[config.mk]
export PLATFORM = sky130hd
export DESIGN_NAME = stencil_residual_mean_max_unit
export DESIGN_NICKNAME = d
export VERILOG_FILES = /design/src/design/srmm_pkg.sv /design/src/design/stencil_residual_mean_max_unit.sv
export SDC_FILE = /design/constraint.sdc
export NUM_CORES = 2
export LEC_CHECK = 0
export ABC_CLOCK_PERIOD_IN_PS = 27700
export BUFFER_PORTS_ARGS = -buffer_cell sky130_fd_sc_hd__clkbuf_2
export CORE_ASPECT_RATIO = 1.5
export CORE_MARGIN = 1
export CORE_UTILIZATION = 45
export DETAILED_ROUTE_END_ITERATION = 7
export GPL_TIMING_DRIVEN = 0
export PLACE_DENSITY = 0.61
export REMOVE_ABC_BUFFERS = 1
export SLEW_MARGIN = 20
export SYNTH_ARGS = -nofsm -noshare
export SYNTH_HDL_FRONTEND = slang
export SYNTH_SLANG_ARGS = --single-unit
[constraint.sdc]
create_clock -name aclk -period 27.7 [get_ports aclk]
set_input_delay 0 -clock aclk [delete_from_list [all_inputs] [get_ports aclk]]
set_output_delay 0 -clock aclk [all_outputs]
set_load 0.01 [all_outputs]
[src/design/srmm_pkg.sv]
// Package for the stencil residual mean/max unit: widths, default
// parameter values and the sequencer state type.
// No dependencies; used by stencil_residual_mean_max_unit.
`default_nettype none

package srmm_pkg;

    // Field and datapath widths
    localparam int DATA_W       = 32;  // width of every grid field and result
    localparam int SUM_W        = 48;  // running deviation sum
    localparam int PROD_W       = 64;  // multiplier product, divisor, remainder
    localparam int SHQ_W        = 48;  // dividend/quotient shift register
    localparam int STENCIL_QW   = 32;  // quotient bits of the stencil division
    localparam int DEV_QW       = 40;  // quotient bits of the density division
    localparam int DIV_CNT_W    = 6;   // step counter, holds up to SHQ_W

    // Default parameter values
    localparam int FRAC_BITS_DEF  = 24;
    localparam int MAX_POINTS_DEF = 4096;

    // Sequencer states
    typedef enum logic [3:0] {
        ST_IDLE,
        ST_MUL_H,
        ST_DIV1_LOAD,
        ST_DIV1,
        ST_DIV1_END,
        ST_MUL_P,
        ST_DEV_PREP,
        ST_DIV2_LOAD,
        ST_DIV2,
        ST_DIV2_END,
        ST_ACCUM,
        ST_MEAN_LOAD,
        ST_DIV3,
        ST_OUTPUT
    } state_t;

endpackage

`default_nettype wire

[src/design/stencil_residual_mean_max_unit.sv]
// Top level of the stencil residual mean/max unit: sequencer, shared
// multiplier and shared restoring divider. Depends on srmm_pkg.
`default_nettype none

// Grid points stream in on the s_ channel; for each interior point the unit
// forms the three-point second difference over the squared forward spacing,
// weights it by inverse_gamma_squared, and takes |(phipp*w - ne)/ni + 1| in
// signed fixed point with FRAC_BITS fraction bits. On the point flagged
// last_point it emits one result: the truncated mean over interior points,
// the maximum, a saturation flag and a too-few-points flag. All work runs on
// one 32x32 multiplier and one radix-2 restoring divider that retires one
// quotient bit per cycle, so s_ready is high only between items. A point that
// closes an interior point runs the stencil division (32 quotient bits), the
// density division (40 quotient bits) and setup, multiply and accumulate;
// the first two points of a grid only advance the history. The last point adds
// the mean division (48 quotient bits). A finished result waits in the output
// register while the next grid's points are already taken.
module stencil_residual_mean_max_unit #(
    parameter int FRAC_BITS  = srmm_pkg::FRAC_BITS_DEF,
    parameter int MAX_POINTS = srmm_pkg::MAX_POINTS_DEF
) (
    input  wire logic                          aclk,
    input  wire logic                          aresetn,
    // configuration write channel
    input  wire logic                          cfg_valid,
    output logic                               cfg_ready,
    input  wire logic [srmm_pkg::DATA_W-1:0]   cfg_inverse_gamma_squared,
    // grid point input channel
    input  wire logic                          s_valid,
    output logic                               s_ready,
    input  wire logic signed [srmm_pkg::DATA_W-1:0] s_position,
    input  wire logic signed [srmm_pkg::DATA_W-1:0] s_potential,
    input  wire logic signed [srmm_pkg::DATA_W-1:0] s_electron_density,
    input  wire logic signed [srmm_pkg::DATA_W-1:0] s_ion_density,
    input  wire logic                          s_last_point,
    // result channel
    output logic                               m_valid,
    input  wire logic                          m_ready,
    output logic [srmm_pkg::DATA_W-1:0]        m_mean_error,
    output logic [srmm_pkg::DATA_W-1:0]        m_max_error,
    output logic                               m_saturated,
    output logic                               m_too_few_points
);

    localparam int DW     = srmm_pkg::DATA_W;
    localparam int PW     = $clog2(MAX_POINTS + 1);
    localparam int D2W    = DW + 2;                 // second difference
    localparam int NUM1_W = D2W + 2 * FRAC_BITS;    // stencil dividend
    localparam int HI1_W  = NUM1_W - srmm_pkg::STENCIL_QW;
    localparam int PRW    = srmm_pkg::PROD_W;
    localparam int SHQW   = srmm_pkg::SHQ_W;
    localparam int SUMW   = srmm_pkg::SUM_W;
    localparam int Q1W    = srmm_pkg::STENCIL_QW;
    localparam int Q2W    = srmm_pkg::DEV_QW;
    localparam int CW     = srmm_pkg::DIV_CNT_W;
    localparam int VW     = Q2W + 1;                // deviation before saturation

    localparam logic [DW-1:0]   POS_LIMIT = {1'b0, {(DW-1){1'b1}}};
    localparam logic [DW-1:0]   NEG_LIMIT = {1'b1, {(DW-1){1'b0}}};
    localparam logic [DW-1:0]   DEV_MAX   = {DW{1'b1}};
    localparam logic [SUMW-1:0] SUM_MAX   = {SUMW{1'b1}};
    localparam logic [VW-1:0]   ONE_F     = VW'(1) << FRAC_BITS;

    srmm_pkg::state_t state_reg, state_next;

    // configuration and grid state
    logic [DW-1:0]        igs_reg;
    logic signed [DW-1:0] phi_pp_reg, phi_p_reg, pos_p_reg, ne_p_reg, ni_p_reg;
    logic [PW-1:0]        points_reg;
    logic [SUMW-1:0]      sum_reg;
    logic [DW-1:0]        max_reg;
    logic                 ovf_reg;
    logic                 last_reg;

    // per-point work registers
    logic signed [D2W-1:0] d2_reg;
    logic [DW-1:0]         hm_reg;
    logic signed [DW-1:0]  wk_ne_reg, wk_ni_reg;
    logic [PRW-1:0]        prod_reg;
    logic [DW-1:0]         phipp_mag_reg;
    logic                  phipp_neg_reg;
    logic [PRW-1:0]        mn_reg;
    logic                  sn_reg;
    logic                  dev_neg_reg;
    logic [DW-1:0]         dev_reg;

    // shared divider
    logic [PRW-1:0]  rem_reg;
    logic [SHQW-1:0] shq_reg;
    logic [PRW-1:0]  div_d_reg;
    logic [CW-1:0]   cnt_reg;

    // output register
    logic            m_valid_reg;
    logic [DW-1:0]   m_mean_reg, m_max_reg;
    logic            m_sat_reg, m_few_reg;

    logic s_accept, out_free, interior;

    // ------------------------------------------------------------------
    // Handshake decode
    assign s_accept  = s_valid && s_ready;
    assign out_free  = !m_valid_reg || m_ready;
    assign interior  = points_reg >= PW'(2);
    assign cfg_ready = 1'b1;

    // ------------------------------------------------------------------
    // Stencil terms taken at accept
    logic signed [D2W-1:0] d2_next;
    logic signed [DW:0]    dx;
    logic [DW-1:0]         hm_next;

    always_comb begin
        d2_next = {{2{s_potential[DW-1]}}, s_potential}
                - {phi_p_reg[DW-1], phi_p_reg, 1'b0}
                + {{2{phi_pp_reg[DW-1]}}, phi_pp_reg};
        dx      = {s_position[DW-1], s_position} - {pos_p_reg[DW-1], pos_p_reg};
        hm_next = dx[DW] ? DW'(-dx) : dx[DW-1:0];
    end

    // ------------------------------------------------------------------
    // Shared multiplier operand select
    logic [DW-1:0]  mul_a, mul_b;
    logic [PRW-1:0] mul_p;

    always_comb begin
        if (state_reg == srmm_pkg::ST_MUL_H) begin
            mul_a = hm_reg;
            mul_b = hm_reg;
        end else begin
            mul_a = phipp_mag_reg;
            mul_b = igs_reg;
        end
        mul_p = mul_a * mul_b;
    end

    // ------------------------------------------------------------------
    // Stencil division setup: |d2| * 2^(2F) split into high and low parts
    logic [D2W-1:0]    d2_mag;
    logic [NUM1_W-1:0] num1;
    logic [PRW-1:0]    hi1;
    logic [DW-1:0]     limit1;
    logic              d1_zero, d1_ovf;

    always_comb begin
        d2_mag  = d2_reg[D2W-1] ? D2W'(-d2_reg) : D2W'(d2_reg);
        num1    = {{(NUM1_W-D2W){1'b0}}, d2_mag} << (2 * FRAC_BITS);
        hi1     = {{(PRW-HI1_W){1'b0}}, num1[NUM1_W-1:Q1W]};
        limit1  = d2_reg[D2W-1] ? NEG_LIMIT : POS_LIMIT;
        d1_zero = d2_mag == '0;
        // a zero spacing also lands here since hi1 >= 0
        d1_ovf  = hi1 >= prod_reg;
    end

    // ------------------------------------------------------------------
    // Numerator of the density division in sign-magnitude form
    logic [PRW-1:0] ne_mag, mb, msum;
    logic [PRW:0]   mdiff;
    logic           sa, sb;
    logic [PRW-1:0] mn_next;
    logic           sn_next;

    always_comb begin
        ne_mag = {{(PRW-DW){1'b0}}, (wk_ne_reg[DW-1] ? DW'(-wk_ne_reg) : wk_ne_reg)};
        mb     = ne_mag << FRAC_BITS;
        sa     = phipp_neg_reg && (prod_reg != '0);
        sb     = !wk_ne_reg[DW-1] && (wk_ne_reg != '0);
        msum   = prod_reg + mb;
        mdiff  = {1'b0, prod_reg} - {1'b0, mb};
        if (sa == sb) begin
            mn_next = msum;
            sn_next = sa;
        end else if (!mdiff[PRW]) begin
            mn_next = mdiff[PRW-1:0];
            sn_next = sa;
        end else begin
            mn_next = PRW'(-mdiff);
            sn_next = sb;
        end
    end

    // ------------------------------------------------------------------
    // Density division setup and deviation from its quotient
    logic [PRW-1:0] ni_mag, hi2;
    logic           d2_ovf;
    logic [VW-1:0]  qm, dev_v;
    logic           dev_sat;

    always_comb begin
        ni_mag  = {{(PRW-DW){1'b0}}, (wk_ni_reg[DW-1] ? DW'(-wk_ni_reg) : wk_ni_reg)};
        hi2     = {{(PRW-(PRW-Q2W)){1'b0}}, mn_reg[PRW-1:Q2W]};
        // zero ion density also lands here since hi2 >= 0
        d2_ovf  = hi2 >= ni_mag;
        qm      = {1'b0, shq_reg[Q2W-1:0]};
        if (!dev_neg_reg) begin
            dev_v = qm + ONE_F;
        end else if (qm >= ONE_F) begin
            dev_v = qm - ONE_F;
        end else begin
            dev_v = ONE_F - qm;
        end
        dev_sat = dev_v[VW-1:DW] != '0;
    end

    // ------------------------------------------------------------------
    // Divider step: one quotient bit per cycle
    logic [PRW:0]    rem_shift, rem_diff;
    logic            q_bit;
    logic [PRW-1:0]  rem_step;
    logic [SHQW-1:0] shq_step;

    always_comb begin
        rem_shift = {rem_reg, shq_reg[SHQW-1]};
        rem_diff  = rem_shift - {1'b0, div_d_reg};
        q_bit     = !rem_diff[PRW];
        rem_step  = q_bit ? rem_diff[PRW-1:0] : rem_shift[PRW-1:0];
        shq_step  = {shq_reg[SHQW-2:0], q_bit};
    end

    // ------------------------------------------------------------------
    // Accumulate terms
    logic [SUMW:0] sum_ext;
    logic [DW-1:0] q1;

    always_comb begin
        sum_ext = {1'b0, sum_reg} + {{(SUMW+1-DW){1'b0}}, dev_reg};
        q1      = shq_reg[Q1W-1:0];
    end

    // ------------------------------------------------------------------
    // Next state
    always_comb begin
        state_next = state_reg;
        unique case (state_reg)
            srmm_pkg::ST_IDLE: begin
                if (s_accept) begin
                    if (interior) begin
                        state_next = srmm_pkg::ST_MUL_H;
                    end else if (s_last_point) begin
                        state_next = srmm_pkg::ST_MEAN_LOAD;
                    end
                end
            end
            srmm_pkg::ST_MUL_H:     state_next = srmm_pkg::ST_DIV1_LOAD;
            srmm_pkg::ST_DIV1_LOAD: begin
                if (d1_zero || d1_ovf) begin
                    state_next = srmm_pkg::ST_MUL_P;
                end else begin
                    state_next = srmm_pkg::ST_DIV1;
                end
            end
            srmm_pkg::ST_DIV1: begin
                if (cnt_reg == CW'(1)) begin
                    state_next = srmm_pkg::ST_DIV1_END;
                end
            end
            srmm_pkg::ST_DIV1_END:  state_next = srmm_pkg::ST_MUL_P;
            srmm_pkg::ST_MUL_P:     state_next = srmm_pkg::ST_DEV_PREP;
            srmm_pkg::ST_DEV_PREP:  state_next = srmm_pkg::ST_DIV2_LOAD;
            srmm_pkg::ST_DIV2_LOAD: begin
                if (d2_ovf) begin
                    state_next = srmm_pkg::ST_ACCUM;
                end else begin
                    state_next = srmm_pkg::ST_DIV2;
                end
            end
            srmm_pkg::ST_DIV2: begin
                if (cnt_reg == CW'(1)) begin
                    state_next = srmm_pkg::ST_DIV2_END;
                end
            end
            srmm_pkg::ST_DIV2_END:  state_next = srmm_pkg::ST_ACCUM;
            srmm_pkg::ST_ACCUM: begin
                state_next = last_reg ? srmm_pkg::ST_MEAN_LOAD : srmm_pkg::ST_IDLE;
            end
            srmm_pkg::ST_MEAN_LOAD: begin
                if (points_reg < PW'(3)) begin
                    state_next = srmm_pkg::ST_OUTPUT;
                end else begin
                    state_next = srmm_pkg::ST_DIV3;
                end
            end
            srmm_pkg::ST_DIV3: begin
                if (cnt_reg == CW'(1)) begin
                    state_next = srmm_pkg::ST_OUTPUT;
                end
            end
            srmm_pkg::ST_OUTPUT: begin
                if (out_free) begin
                    state_next = srmm_pkg::ST_IDLE;
                end
            end
            default: state_next = srmm_pkg::ST_IDLE;
        endcase
    end

    // ------------------------------------------------------------------
    // Outputs
    always_comb begin
        s_ready          = state_reg == srmm_pkg::ST_IDLE;
        m_valid          = m_valid_reg;
        m_mean_error     = m_mean_reg;
        m_max_error      = m_max_reg;
        m_saturated      = m_sat_reg;
        m_too_few_points = m_few_reg;
    end

    // ------------------------------------------------------------------
    // Control and grid state
    always_ff @(posedge aclk) begin
        if (!aresetn) begin
            state_reg   <= srmm_pkg::ST_IDLE;
            igs_reg     <= '0;
            phi_pp_reg  <= '0;
            phi_p_reg   <= '0;
            pos_p_reg   <= '0;
            ne_p_reg    <= '0;
            ni_p_reg    <= '0;
            points_reg  <= '0;
            sum_reg     <= '0;
            max_reg     <= '0;
            ovf_reg     <= 1'b0;
            last_reg    <= 1'b0;
            cnt_reg     <= '0;
            m_valid_reg <= 1'b0;
        end else begin
            state_reg <= state_next;

            // write the weight register
            if (cfg_valid && cfg_ready) begin
                igs_reg <= cfg_inverse_gamma_squared;
            end

            // raise valid on a new result, drop it once taken
            if (state_reg == srmm_pkg::ST_OUTPUT && out_free) begin
                m_valid_reg <= 1'b1;
            end else if (m_ready) begin
                m_valid_reg <= 1'b0;
            end

            unique case (state_reg)
                srmm_pkg::ST_IDLE: begin
                    // advance the history and the point count
                    if (s_accept) begin
                        phi_pp_reg <= phi_p_reg;
                        phi_p_reg  <= s_potential;
                        pos_p_reg  <= s_position;
                        ne_p_reg   <= s_electron_density;
                        ni_p_reg   <= s_ion_density;
                        last_reg   <= s_last_point;
                        if (points_reg == PW'(MAX_POINTS)) begin
                            ovf_reg <= 1'b1;
                        end else begin
                            points_reg <= points_reg + PW'(1);
                        end
                    end
                end
                srmm_pkg::ST_DIV1_LOAD: begin
                    cnt_reg <= CW'(Q1W);
                    if (!d1_zero && d1_ovf) begin
                        ovf_reg <= 1'b1;
                    end
                end
                srmm_pkg::ST_DIV1_END: begin
                    if (q1 > limit1) begin
                        ovf_reg <= 1'b1;
                    end
                end
                srmm_pkg::ST_DIV2_LOAD: begin
                    cnt_reg <= CW'(Q2W);
                    if (d2_ovf) begin
                        ovf_reg <= 1'b1;
                    end
                end
                srmm_pkg::ST_DIV2_END: begin
                    if (dev_sat) begin
                        ovf_reg <= 1'b1;
                    end
                end
                srmm_pkg::ST_ACCUM: begin
                    // saturate the running sum, track the maximum
                    if (sum_ext[SUMW]) begin
                        sum_reg <= SUM_MAX;
                        ovf_reg <= 1'b1;
                    end else begin
                        sum_reg <= sum_ext[SUMW-1:0];
                    end
                    if (dev_reg > max_reg) begin
                        max_reg <= dev_reg;
                    end
                end
                srmm_pkg::ST_MEAN_LOAD: begin
                    cnt_reg <= CW'(SHQW);
                end
                srmm_pkg::ST_DIV1, srmm_pkg::ST_DIV2, srmm_pkg::ST_DIV3: begin
                    cnt_reg <= cnt_reg - CW'(1);
                end
                srmm_pkg::ST_OUTPUT: begin
                    // hand over the result and clear the grid
                    if (out_free) begin
                        phi_pp_reg  <= '0;
                        phi_p_reg   <= '0;
                        pos_p_reg   <= '0;
                        ne_p_reg    <= '0;
                        ni_p_reg    <= '0;
                        points_reg  <= '0;
                        sum_reg     <= '0;
                        max_reg     <= '0;
                        ovf_reg     <= 1'b0;
                        last_reg    <= 1'b0;
                    end
                end
                default: begin
                end
            endcase
        end
    end

    // ------------------------------------------------------------------
    // Datapath registers
    always_ff @(posedge aclk) begin
        unique case (state_reg)
            srmm_pkg::ST_IDLE: begin
                // hold the previous point's densities for the deviation
                if (s_accept) begin
                    d2_reg    <= d2_next;
                    hm_reg    <= hm_next;
                    wk_ne_reg <= ne_p_reg;
                    wk_ni_reg <= ni_p_reg;
                end
            end
            srmm_pkg::ST_MUL_H: begin
                prod_reg <= mul_p;
            end
            srmm_pkg::ST_DIV1_LOAD: begin
                phipp_neg_reg <= d2_reg[D2W-1];
                rem_reg       <= hi1;
                shq_reg       <= {num1[Q1W-1:0], {(SHQW-Q1W){1'b0}}};
                div_d_reg     <= prod_reg;
                if (d1_zero) begin
                    phipp_mag_reg <= '0;
                end else if (d1_ovf) begin
                    phipp_mag_reg <= limit1;
                end
            end
            srmm_pkg::ST_DIV1_END: begin
                phipp_mag_reg <= (q1 > limit1) ? limit1 : q1;
            end
            srmm_pkg::ST_MUL_P: begin
                prod_reg <= mul_p;
            end
            srmm_pkg::ST_DEV_PREP: begin
                mn_reg <= mn_next;
                sn_reg <= sn_next;
            end
            srmm_pkg::ST_DIV2_LOAD: begin
                dev_neg_reg <= sn_reg != wk_ni_reg[DW-1];
                rem_reg     <= hi2;
                shq_reg     <= {mn_reg[Q2W-1:0], {(SHQW-Q2W){1'b0}}};
                div_d_reg   <= ni_mag;
                if (d2_ovf) begin
                    dev_reg <= DEV_MAX;
                end
            end
            srmm_pkg::ST_DIV2_END: begin
                dev_reg <= dev_sat ? DEV_MAX : dev_v[DW-1:0];
            end
            srmm_pkg::ST_MEAN_LOAD: begin
                rem_reg   <= '0;
                shq_reg   <= sum_reg;
                div_d_reg <= {{(PRW-PW){1'b0}}, points_reg - PW'(2)};
            end
            srmm_pkg::ST_DIV1, srmm_pkg::ST_DIV2, srmm_pkg::ST_DIV3: begin
                rem_reg <= rem_step;
                shq_reg <= shq_step;
            end
            srmm_pkg::ST_OUTPUT: begin
                if (out_free) begin
                    if (points_reg < PW'(3)) begin
                        m_mean_reg <= '0;
                        m_max_reg  <= '0;
                        m_few_reg  <= 1'b1;
                    end else begin
                        m_mean_reg <= shq_reg[DW-1:0];
                        m_max_reg  <= max_reg;
                        m_few_reg  <= 1'b0;
                    end
                    m_sat_reg <= ovf_reg;
                end
            end
            default: begin
            end
        endcase
    end

endmodule

`default_nettype wire
==> impl_metrics.xml <==
<?xml version="1.0" encoding="UTF-8"?>
<metrics>
  <group name="sta">
    <metric name="slew-limit-headroom" unit="%">18.4</metric>
    <metric name="drv_slew" unit="">0</metric>
    <metric name="setup_repair_after_global_routing_missed_its_margin" unit="">no</metric>
    <metric name="final.setup.tns" unit="ns">0</metric>
    <metric name="measured_slew_at_the_worst_slew_check_pin" unit="ns">1.22</metric>
    <metric name="worst_hold_slack" unit="ns">0.0540</metric>
    <metric name="max_clock_freq" unit="MHz">80.1</metric>
    <metric name="finalSetupViolations" unit="">0</metric>
    <metric name="report.final.hold_viol_count" unit="">0</metric>
    <metric name="layout_min_cycle_time" unit="ns">12.49</metric>
    <metric name="worst_clock_skew" unit="ns">0.0577</metric>
    <metric name="fin_crit_sh" unit="%">45.1</metric>
  </group>
  <group name="critical_path">
    <metric name="critical_path_startpoint_category" unit="">flip-flop</metric>
    <metric name="cpPeakStageDelay" unit="ns">0.86</metric>
    <metric name="critical_path_buf_inv_count" unit="">8</metric>
    <metric name="max_stage_delay_cell_worst_path" unit="">dfxtp_1</metric>
    <metric name="crit_arrival" unit="ns">12.94</metric>
    <metric name="rr_startpoint" unit="">state_reg[0]</metric>
    <metric name="crit_fanout" unit="">46</metric>
    <metric name="startpoint" unit="">state_reg[0]</metric>
    <metric name="timing.critical_path.max_delay_family" unit="">adder cells</metric>
    <metric name="critPathRequiredTime" unit="ns">28.15</metric>
    <metric name="endpoint_kind" unit="">flip-flop</metric>
    <metric name="critPathMostFrequentCell" unit="">fa_1</metric>
    <metric name="setup.worst_path.class" unit="">flip-flop to flip-flop</metric>
  </group>
  <group name="grt">
    <metric name="largest_net_degree_at_the_start_of_global_routing" unit="">97</metric>
    <metric name="global_route.overflow_total" unit="">0</metric>
    <metric name="grt_usage" unit="%">31.0</metric>
    <metric name="grt_util_met2" unit="%">52.4</metric>
    <metric name="grt_first_pass_wirelength" unit="microns">456000</metric>
    <metric name="antenna_found_initial" unit="">10</metric>
    <metric name="global_route.peak_usage_layer" unit="">met2</metric>
    <metric name="grt_pass1_vias" unit="">73300</metric>
    <metric name="groute.layer.met1.usage" unit="%">36.6</metric>
    <metric name="global_route.usage.met3" unit="%">4.20</metric>
  </group>
  <group name="cells_and_area">
    <metric name="area_delta_synth_final" unit="%">13.0</metric>
    <metric name="layout.filler_cells" unit="">17800</metric>
    <metric name="design_area" unit="sq um">98700</metric>
    <metric name="final_nets" unit="">11700</metric>
    <metric name="final_layout_size_suffix_gt1_share" unit="%">7.20</metric>
  </group>
  <group name="yosys">
    <metric name="netlist.area_leader.share" unit="%">21.4</metric>
    <metric name="synth_top_flop_cell" unit="">edfxtp_1</metric>
    <metric name="synth_cell_types" unit="">94</metric>
    <metric name="synth_top_cell_by_area" unit="">fa_1</metric>
    <metric name="synthesis.area_per_instance" unit="sq um">8.90</metric>
    <metric name="cell_with_the_most_instances_after_synthesis" unit="">inv_1</metric>
    <metric name="synth_top_cells_by_count" unit="">1,392 x inv_1, 1,155 x nand2_1, 964 x nor2_1</metric>
    <metric name="syn-instance-count" unit="">9812</metric>
    <metric name="async_reset_ff_share" unit="%">0</metric>
    <metric name="top_area_cells_in_the_synthesized_netlist" unit="">fa_1 21%, edfxtp_1 20%, ha_1 9.0%</metric>
    <metric name="post_synthesis_cell_area" unit="sq um">87300</metric>
    <metric name="number_of_storage_elements_in_the_synthesis_netlist" unit="">865</metric>
    <metric name="synth_seq_area_share" unit="%">26.3</metric>
    <metric name="synth_enable_flop_cells" unit="">567</metric>
    <metric name="yosys_warnings" unit="">0</metric>
  </group>
  <group name="routing">
    <metric name="post-route-drc-count" unit="">5</metric>
    <metric name="post_drt_via_cell_ratio" unit="">5.74</metric>
    <metric name="postRouteAntennaNets" unit="">0</metric>
    <metric name="wl_per_cell" unit="microns">24.1</metric>
    <metric name="postRouteWirelength" unit="microns">305000</metric>
    <metric name="dr.first_iter.drc_count" unit="">5795</metric>
    <metric name="detail_route.first_pass.iterations" unit="">8</metric>
    <metric name="vias" unit="">72600</metric>
  </group>
  <group name="die">
    <metric name="ios" unit="">235</metric>
    <metric name="core_area" unit="sq um">193000</metric>
    <metric name="die_area" unit="sq um">196000</metric>
    <metric name="row_count" unit="">197</metric>
    <metric name="fp.dieW" unit="microns">362</metric>
    <metric name="floorplan.initialDensity" unit="%">45.4</metric>
    <metric name="dieHeight" unit="microns">541</metric>
  </group>
  <group name="place">
    <metric name="place_congestion" unit="">1.01</metric>
    <metric name="dpl_cell_area" unit="sq um">93400</metric>
    <metric name="port_buffers" unit="">233</metric>
    <metric name="dpl.hpwl" unit="microns">244000</metric>
  </group>
  <group name="clock_tree">
    <metric name="cts-resized-gates" unit="">0</metric>
    <metric name="clockBufferDepth" unit="">3</metric>
    <metric name="post-cts-setup-buffers" unit="">0</metric>
    <metric name="worst_skew_pair.late_latency" unit="ns">0.74</metric>
    <metric name="cts_inserted_buffers" unit="">92</metric>
    <metric name="cts_sinks" unit="">865</metric>
    <metric name="postCtsHoldBufs" unit="">201</metric>
    <metric name="h-tree-depth" unit="">3</metric>
    <metric name="clock-root-buffer" unit="">clkbuf_16</metric>
    <metric name="worst_setup_hold_path_clk_slew" unit="ns">0.07</metric>
    <metric name="tritoncts" unit="">built</metric>
  </group>
  <group name="flow_run">
    <metric name="max-cap-violations" unit="">0</metric>
  </group>
  <group name="run_status">
    <metric name="violated_checks" unit="">DRC</metric>
    <metric name="status" unit="">finished with violations</metric>
  </group>
  <group name="hold_path">
    <metric name="worst_hold_path_type" unit="">input port to flip-flop</metric>
    <metric name="worst_hold_startpoint" unit="">cfg_inverse_gamma_squared[27]</metric>
  </group>
</metrics>
cells in the final DEF, fill, tap and decap left out, types with 86 or more instances in the layout:
cell and instances:
a21oi_1 584, edfxtp_1 567, dlygate4sd3_1 201, inv_1 1390, and3_1 86, ha_1 628
dfxtp_1 298, a21o_1 209, nand3_1 278, clkbuf_16 96, o21ai_0 327, nor3_1 119
fa_1 933, clkbuf_2 236, nand2_1 1137, xnor2_1 291, mux2i_1 94, xor2_1 181
nor2_1 958
routing by layer:
metal / up-vias / wire length [microns]
met2: 2658 / 146000
met5: - / 41
li1: 33000 / -
met3: 819 / 18600
met1: 36100 / 116000
met4: 8 / 25300
path summary, 6_finish.rpt:
check / to / slack, ns / cells past startpoint
max: prod_reg[62] / 15.21 / 34
min: igs_reg[27] / 0.05 / 4
max reg2reg: prod_reg[62] / 15.21 / 34
min reg2reg: wk_ne_reg[28] / 0.43 / 0
cells by family after synthesis:
group / count (synthesis) / synth area share (%)
AOI/OAI and AO/OA: 1796 / 13.1
buffers and inverters: 1887 / 8.13
xor gates and xnor gates: 474 / 4.76
DFF: 865 / 26.3
muxes: 100 / 1.16
other: 1 / 0.00430
and+or+nand+nor: 3128 / 16.1
adders and majority gates: 1561 / 30.4
area by class of cell:
class	count	area, sq um	share of cell area (%)
sequential	865	23000	23.3
clock buffer	127	2640	2.68
clock inverter	46	567	0.574
inverter	1398	5270	5.34
antenna	4	10.0	0.0101
tap	2587	3240	3.28
multi-input combinational	7060	58100	58.8
timing repair buffer	561	5910	5.99
per-stage QoR:
step | utilization (%) | setup slack (ns) | instances
final | 51.3 | 15.21 | 12600
after global routing | 51.3 | 15.00 | 12600
after CTS | 51.2 | 15.09 | 12600
after detailed placement | 48.5 | 15.12 | 12300
after global placement | 46.7 | -10.29 | 12100
after floorplan | - | 10.48 | 9323
worst min-delay path, delay by kind of cell:
kind / cells / cell delay [ns]
buffers and inverters: 2 / 0.62
AND/OR/NAND/NOR: 1 / 0.07
multiplexers: 1 / 0.06
Power is not shown: default switching activity piles up to over one toggle a cycle in this logic, so the estimate is an artifact.
